File: src/sv/bir_pkg.sv
// ============================================================================
// bir_pkg
// Shared types and constants of the bicubic image resizer.
// ============================================================================
`default_nettype none

package bir_pkg;

    localparam int DEF_MAX_WIDTH  = 1024;
    localparam int DEF_MAX_HEIGHT = 1024;
    localparam int DEF_MAX_TAPS   = 33;

    // configuration register indexes
    localparam logic [1:0] REG_IN_WIDTH   = 2'd0;
    localparam logic [1:0] REG_IN_HEIGHT  = 2'd1;
    localparam logic [1:0] REG_OUT_WIDTH  = 2'd2;
    localparam logic [1:0] REG_OUT_HEIGHT = 2'd3;

    localparam int REG_W   = 11;
    localparam int COORD_W = 10;
    localparam int CHAN_W  = 8;
    localparam int PIX_W   = 3 * CHAN_W;
    localparam int IN_TDATA_W  = 48;
    localparam int OUT_TDATA_W = 24;

    localparam logic [REG_W-1:0] REG_RESET = 11'd1024;

    // divider sizes and datapath widths
    localparam int DDW  = 56;   // dividend / quotient
    localparam int DVW  = 32;   // divisor
    localparam int FW   = 27;   // scale and center, Q16
    localparam int LW   = 12;   // tap position
    localparam int KW   = 24;   // raw kernel value, Q22
    localparam int WW   = 46;   // normalized weight
    localparam int ACCW = 64;   // accumulators

    // divider operand selection
    localparam logic [1:0] DIV_SCALE  = 2'd0;
    localparam logic [1:0] DIV_CENTER = 2'd1;
    localparam logic [1:0] DIV_U      = 2'd2;
    localparam logic [1:0] DIV_NORM   = 2'd3;

    typedef struct packed {
        logic       axis;
        logic       div_start;
        logic [1:0] div_sel;
        logic       ld_f;
        logic       ld_c;
        logic       ld_range;
        logic       ld_u;
        logic       k1;
        logic       k2;
        logic       k3;
        logic       idx_clr;
        logic       nrd;
        logic       nwr;
        logic       acc_clr;
        logic       row_clr;
        logic       hrd;
        logic       hmac;
        logic       vrd;
        logic       vmac;
        logic       out_ld;
        logic       err_ld;
    } cmd_t;

    typedef struct packed {
        logic div_busy;
        logic div_done;
        logic bad_cfg;
        logic range_err;
        logic tap_end;
        logic h_end;
        logic v_end;
        logic out_busy;
    } stat_t;

endpackage

`default_nettype wire

File: src/sv/bir_ctrl.sv
// ============================================================================
// bir_ctrl
// Sequencer: coefficient pass per axis, then the two-pass filter.
// ============================================================================
`default_nettype none

module bir_ctrl (
    input  wire logic           clk,
    input  wire logic           rst_n,
    input  wire logic           start,
    input  wire bir_pkg::stat_t stat,
    output bir_pkg::cmd_t       cmd,
    output logic                idle
);

    import bir_pkg::*;

    localparam logic [4:0] S_IDLE  = 5'd0;
    localparam logic [4:0] S_CHK   = 5'd1;
    localparam logic [4:0] S_ERR   = 5'd2;
    localparam logic [4:0] S_SCL   = 5'd3;
    localparam logic [4:0] S_SCLW  = 5'd4;
    localparam logic [4:0] S_CEN   = 5'd5;
    localparam logic [4:0] S_CENW  = 5'd6;
    localparam logic [4:0] S_RNG   = 5'd7;
    localparam logic [4:0] S_TAP   = 5'd8;
    localparam logic [4:0] S_TAPW  = 5'd9;
    localparam logic [4:0] S_K1    = 5'd10;
    localparam logic [4:0] S_K2    = 5'd11;
    localparam logic [4:0] S_K3    = 5'd12;
    localparam logic [4:0] S_NCLR  = 5'd13;
    localparam logic [4:0] S_NRD   = 5'd14;
    localparam logic [4:0] S_NDIV  = 5'd15;
    localparam logic [4:0] S_NDIVW = 5'd16;
    localparam logic [4:0] S_NWR   = 5'd17;
    localparam logic [4:0] S_ACC   = 5'd18;
    localparam logic [4:0] S_ROW   = 5'd19;
    localparam logic [4:0] S_HRD   = 5'd20;
    localparam logic [4:0] S_HMAC  = 5'd21;
    localparam logic [4:0] S_VRD   = 5'd22;
    localparam logic [4:0] S_VMAC  = 5'd23;
    localparam logic [4:0] S_OUT   = 5'd24;

    logic [4:0] state_reg, state_next;
    logic       axis_reg, axis_next;

    always_comb
    begin
        state_next = state_reg;
        axis_next  = axis_reg;
        cmd        = '0;
        cmd.axis   = axis_reg;
        case (state_reg)
            S_IDLE:
            begin
                if (start)
                begin
                    state_next = S_CHK;
                end
            end
            S_CHK:
            begin
                axis_next  = 1'b0;
                state_next = stat.bad_cfg ? S_ERR : S_SCL;
            end
            S_ERR:
            begin
                if (!stat.out_busy)
                begin
                    cmd.err_ld = 1'b1;
                    state_next = S_IDLE;
                end
            end
            S_SCL:
            begin
                cmd.div_start = 1'b1;
                cmd.div_sel   = DIV_SCALE;
                state_next    = S_SCLW;
            end
            S_SCLW:
            begin
                if (stat.div_done)
                begin
                    cmd.ld_f   = 1'b1;
                    state_next = S_CEN;
                end
            end
            S_CEN:
            begin
                cmd.div_start = 1'b1;
                cmd.div_sel   = DIV_CENTER;
                state_next    = S_CENW;
            end
            S_CENW:
            begin
                if (stat.div_done)
                begin
                    cmd.ld_c   = 1'b1;
                    state_next = S_RNG;
                end
            end
            S_RNG:
            begin
                if (stat.range_err)
                begin
                    state_next = S_ERR;
                end
                else
                begin
                    cmd.ld_range = 1'b1;
                    state_next   = S_TAP;
                end
            end
            S_TAP:
            begin
                if (stat.tap_end)
                begin
                    state_next = S_NCLR;
                end
                else
                begin
                    cmd.div_start = 1'b1;
                    cmd.div_sel   = DIV_U;
                    state_next    = S_TAPW;
                end
            end
            S_TAPW:
            begin
                if (stat.div_done)
                begin
                    cmd.ld_u   = 1'b1;
                    state_next = S_K1;
                end
            end
            S_K1:
            begin
                cmd.k1     = 1'b1;
                state_next = S_K2;
            end
            S_K2:
            begin
                cmd.k2     = 1'b1;
                state_next = S_K3;
            end
            S_K3:
            begin
                cmd.k3     = 1'b1;
                state_next = S_TAP;
            end
            S_NCLR:
            begin
                cmd.idx_clr = 1'b1;
                state_next  = S_NRD;
            end
            S_NRD:
            begin
                if (stat.tap_end)
                begin
                    if (axis_reg)
                    begin
                        state_next = S_ACC;
                    end
                    else
                    begin
                        axis_next  = 1'b1;
                        state_next = S_SCL;
                    end
                end
                else
                begin
                    cmd.nrd    = 1'b1;
                    state_next = S_NDIV;
                end
            end
            S_NDIV:
            begin
                cmd.div_start = 1'b1;
                cmd.div_sel   = DIV_NORM;
                state_next    = S_NDIVW;
            end
            S_NDIVW:
            begin
                if (stat.div_done)
                begin
                    state_next = S_NWR;
                end
            end
            S_NWR:
            begin
                cmd.nwr    = 1'b1;
                state_next = S_NRD;
            end
            S_ACC:
            begin
                cmd.acc_clr = 1'b1;
                state_next  = S_ROW;
            end
            S_ROW:
            begin
                if (stat.v_end)
                begin
                    state_next = S_OUT;
                end
                else
                begin
                    cmd.row_clr = 1'b1;
                    state_next  = S_HRD;
                end
            end
            S_HRD:
            begin
                if (stat.h_end)
                begin
                    state_next = S_VRD;
                end
                else
                begin
                    cmd.hrd    = 1'b1;
                    state_next = S_HMAC;
                end
            end
            S_HMAC:
            begin
                cmd.hmac   = 1'b1;
                state_next = S_HRD;
            end
            S_VRD:
            begin
                cmd.vrd    = 1'b1;
                state_next = S_VMAC;
            end
            S_VMAC:
            begin
                cmd.vmac   = 1'b1;
                state_next = S_ROW;
            end
            S_OUT:
            begin
                if (!stat.out_busy)
                begin
                    cmd.out_ld = 1'b1;
                    state_next = S_IDLE;
                end
            end
            default:
            begin
                state_next = S_IDLE;
            end
        endcase
    end

    always_ff @(posedge clk or negedge rst_n)
    begin
        if (!rst_n)
        begin
            state_reg <= S_IDLE;
            axis_reg  <= 1'b0;
        end
        else
        begin
            state_reg <= state_next;
            axis_reg  <= axis_next;
        end
    end

    assign idle = state_reg == S_IDLE;

    a_result_slot_free: assert property (@(posedge clk) disable iff (!rst_n)
        (cmd.out_ld || cmd.err_ld) |-> !stat.out_busy)
        else $error("result loaded while previous result still pending");

    a_div_not_busy: assert property (@(posedge clk) disable iff (!rst_n)
        cmd.div_start |-> !stat.div_busy)
        else $error("divider started while busy");

    a_div_done_waited: assert property (@(posedge clk) disable iff (!rst_n)
        stat.div_done |-> (state_reg == S_SCLW || state_reg == S_CENW ||
                           state_reg == S_TAPW || state_reg == S_NDIVW))
        else $error("divider finished outside a wait state");

    a_start_leaves_idle: assert property (@(posedge clk) disable iff (!rst_n)
        (idle && start) |=> state_reg == S_CHK)
        else $error("compute request did not start the sequencer");

endmodule

`default_nettype wire

File: config.mk
export PLATFORM = sky130hd
export DESIGN_NAME = bir_ctrl
export DESIGN_NICKNAME = d
export VERILOG_FILES = /design/src/sv/bir_pkg.sv /design/src/sv/bir_ctrl.sv
export SDC_FILE = /design/constraint.sdc
export NUM_CORES = 1
export LEC_CHECK = 0
export BUFFER_PORTS_ARGS = -buffer_cell sky130_fd_sc_hd__buf_4
export CORE_MARGIN = 2
export CORE_UTILIZATION = 52
export DETAILED_ROUTE_END_ITERATION = 7
export GPL_TIMING_DRIVEN = 0
export MAX_ROUTING_LAYER = met4
export PLACE_DENSITY = 0.85
export SLEW_MARGIN = 20
export SYNTH_ARGS = -nofsm -noshare
export SYNTH_HDL_FRONTEND = slang
export SYNTH_SLANG_ARGS = --single-unit
File: constraint.sdc
create_clock -name clk -period 3.5 [get_ports clk]
set_input_delay 0.525 -clock clk [delete_from_list [all_inputs] [get_ports clk]]
set_output_delay 0.525 -clock clk [all_outputs]
set_load 0.05 [all_outputs]
* Word level (Yosys, flattened, before mapping)
Cells that the tools add are included.
** Operators by class
- Equal/unequal tests :: 31
- Muxes and demuxes :: 42
- Reductions and logical operators :: 7
** Operators with widths (number)
- 5-bit one-hot mux with 22 select lines :: 1
- 5-bit equality test, second input constant :: 9
- 5-bit by 4-bit equality test with 1-bit output, second input constant :: 8
- 5-bit two-way mux :: 8
- 1-bit two-way mux :: 26
- 5-bit by 3-bit equality test with 1-bit output, second input constant :: 4
- 2-bit != test, second input constant :: 7
- 3-bit one-hot mux with 4 select lines :: 1
- 5-bit by 2-bit equality test with 1-bit output, second input constant :: 2
- 4-bit two-way mux :: 2
- 3-bit two-way mux :: 2
- 6-bit AND reduction :: 1
- 2-bit OR reduction :: 3
- 5-bit by 1-bit equality test with 1-bit output, second input constant :: 1
- 5-bit logical NOT :: 1
- 2-bit two-way mux :: 1
- 1-bit one-hot mux with 2 select lines :: 1
- 2-bit AND reduction :: 1
- 2-bit nonzero test :: 1
** Storage, ports and cells
- Flip-flop bits (word level) :: 6
- Bits of input ports :: 11
- Output and inout port bits :: 23

* Logic depth before layout (Yosys ltp)
- Depth in word-level cells :: 4
- Gate-level depth with buffers :: 7
- Depth with buffers taken out :: 5

* Worst setup path before layout
Ideal clock, no wire load.
- Kind :: register to output
- Start :: reg state_reg[0]
- End :: out cmd[1] (netlist name)
- Arrival time :: 2447 ps
- Slack :: 528 ps
- Stages on the path, launching flop included :: 4
- Path buffers :: 0
- Path through :: dfrtp_1 > inv_1 > nand2_1 > nor4b_1
** RTL lines
- start, declared :: RTL line bir_ctrl.sv:44 : logic [4:0] state_reg, state_next;
- start signal, assigned :: RTL line bir_ctrl.sv:261 : state_reg <= state_next;
- end, declared :: RTL line bir_ctrl.sv:12 : output bir_pkg::cmd_t cmd,

==> metrics.yaml <==
outcome:
  status: "completed"
route:
  post_drt_wl_per_cell_um: 16.1
  routed_wl_mm: 2.84
  drc_errors: 0
  drtIter0Drc: 76
  drtAntennaViolNets: 0
  drtPass1Iterations: 5
  via_count: 1158
  vias_per_cell: 6.58
grt:
  grt_max_degree: 11
  grtUsageMet1_pct: 41.4
  grt_pass1_vias: 990
  grt_pass1_wl_mm: 4.64
  busiest_layer: "met2"
  antenna_found_initial: 0
  grt_use_total_pct: 32.3
  grt_use_met3_pct: 7.20
  grt-ovfl-total: 0
  grt_use_met2_pct: 50.7
critical_path:
  startpoint_type: "flop"
  setup.worst_path.class: "reg -> out"
  crit_path_max_fanout: 9
  cp.arrival_ps: 2050
  endpoint_kind: "primary output"
  cp.required_ps: 2970
logic_synthesis:
  synth_cells: 126
  ys_seq_elements: 6
  async_flop_share_pct: 100
  synth_area_per_cell_um2: 6.90
  synth_fp_nets: 137
  yosysUniqueCellTypes: 42
  synth_edf_count: 0
  syn_area_um2: 870
  yosysSeqAreaShare_pct: 17.3
  yosysWarningCount: 0
  synthFlopType: "dfrtp_1"
clock_network:
  cts_buffers: 3
  clock_latency_ps: 260
  cts_tree: "yes"
  cts_resized: 0
  h-tree-depth: 1
  cts_buffer_depth: 2
  post-cts-setup-buffer-count: 0
  root_buffer: "clkbuf_4"
  ctsHoldBuffers: 0
  path_clk_slew_ps: 50
  cts.sink_count: 6
pwr:
  p_per_area_nw_per_um2: 995
  p_leak_nw: 0.523
  total_power_mw: 1.14
  ir_worst_vdd_mv: 0.672
die:
  dieArea_um2: 2020
  rows: 14
  core_um2: 1540
  io_pins: 34
  start_util_pct: 56.4
  die_x_um: 44.9
  die_y_um: 44.9
timing:
  holdWs_ps: 64.5
  period_needed_ps: 2580
  period_share_pct: 73.7
  fin_setup_tns_ps: 0
  final_hold_viol_count: 0
  finalMaxSlewViolations: 0
  finClkSkew_ps: 6.06
  fmaxAchievable_ghz: 0.388
  rsz0062_at_grt: "no"
  setup_viol: 0
  worst_slew_pin_slew_ps: 433
  slew_headroom_pct: 71.1
placement:
  place.detailed.hpwl_mm: 2.07
  portBuffers: 31
  place_congestion: 0.950
layout:
  largest_reg_flops: 5
  num_antenna_cells: 0
  finalNetCount: 173
  drive_gt1_share_pct: 33.8
  syn2layout_area_growth_pct: 31.7
flow_run:
  drv_cap: 0
min_path:
  hold_class: "in -> async"
## logic make-up after synthesis
group                     synth area share, %
muxes                                    1.15
buffers and inverters                    10.2
DFF                                      17.3
and+or+nand+nor                          38.8
xor gates and xnor gates                 1.01
AOI/OAI and AO/OA                        31.5
## layout make-up
type / count / area (um^2)
buffer: 13 / 73.8
clock buffer: 3 / 22.5
fill: 139 / 397
inverter: 4 / 15.0
multi-input combinational: 103 / 631
sequential: 6 / 150
tap: 16 / 20.0
timing repair buffer: 31 / 233
## stage by stage
step	setup WS, ps	instances	area, um^2	utilization, %
after floorplan	528	126	870	-
after global placement	1340	173	1120	72.8
after detailed placement	1270	173	1120	72.8
after CTS	979	176	1140	74.3
after global routing	815	176	1140	74.3
final	921	176	1140	74.3
## report_power, final
part / switching [mW] / internal (mW)
Clock: 0.0296 / 0.0391
Combinational: 0.604 / 0.322
Sequential: 0.0418 / 0.102
Total: 0.675 / 0.463
## path summary, 6_finish.rpt
check	from	to	slack, ps	cells past startpoint
worst max-delay path	state_reg[0]	cmd[19]	920	6
min in group clk	axis_reg	axis_reg	640	2
max in group asynchronous	rst_n	state_reg[4]	3320	1
worst min register to register	axis_reg	axis_reg	640	2
worst min-delay path	rst_n	state_reg[1]	60	1
worst max register to register	state_reg[0]	state_reg[2]	1730	5
## routing by layer
metal / up-vias / wire (um)
li1: 527 / -
met1: 526 / 1100
met2: 90 / 1260
met3: 15 / 381
met4: 0 / 89
met5: - / 0
## cells in the mapped netlist, drive strengths merged, types with 2 or more instances
library cell,instances,area (um^2)
a21o,2,15.0
a21oi,8,43.8
a22oi,2,15.0
a31oi,4,25.0
buf,11,66.3
clkbuf,2,7.51
dfrtp,6,150
inv,4,15.0
nand2,9,33.8
nand2b,4,40.0
nand3,5,25.0
nor2,20,75.1
nor2b,2,20.0
nor3,11,55.1
nor3b,3,22.5
nor4,2,12.5
o21ai,8,40.0
o22ai,5,31.3
o2bb2ai,2,17.5
or3,2,17.5
## layout by cell type (no fill, tap or decap), drive strengths merged, types with 2 or more instances in the layout
cell | Yosys | layout
o2bb2ai | 2 | 2
nor4 | 2 | 2
nor3 | 11 | 11
o21ai | 8 | 8
clkbuf | 2 | 5
a31oi | 4 | 4
a21oi | 8 | 8
nor3b | 3 | 3
o22ai | 5 | 5
dfrtp | 6 | 6
nand2b | 4 | 4
a22oi | 2 | 2
or3 | 2 | 2
nor2 | 20 | 20
inv | 4 | 4
nor2b | 2 | 2
nand2 | 9 | 9
buf | 11 | 42
nand3 | 5 | 5
a21o | 2 | 2
## critical path, cell delays in order, from the launching register on
cell	delay, ps
dfrtp_1	440
inv_1	280
nand2_1	340
nor3_1	290
a31oi_1	70
nor3_1	150
buf_4	230
No activity file was read; power rests on OpenSTA's default activity.
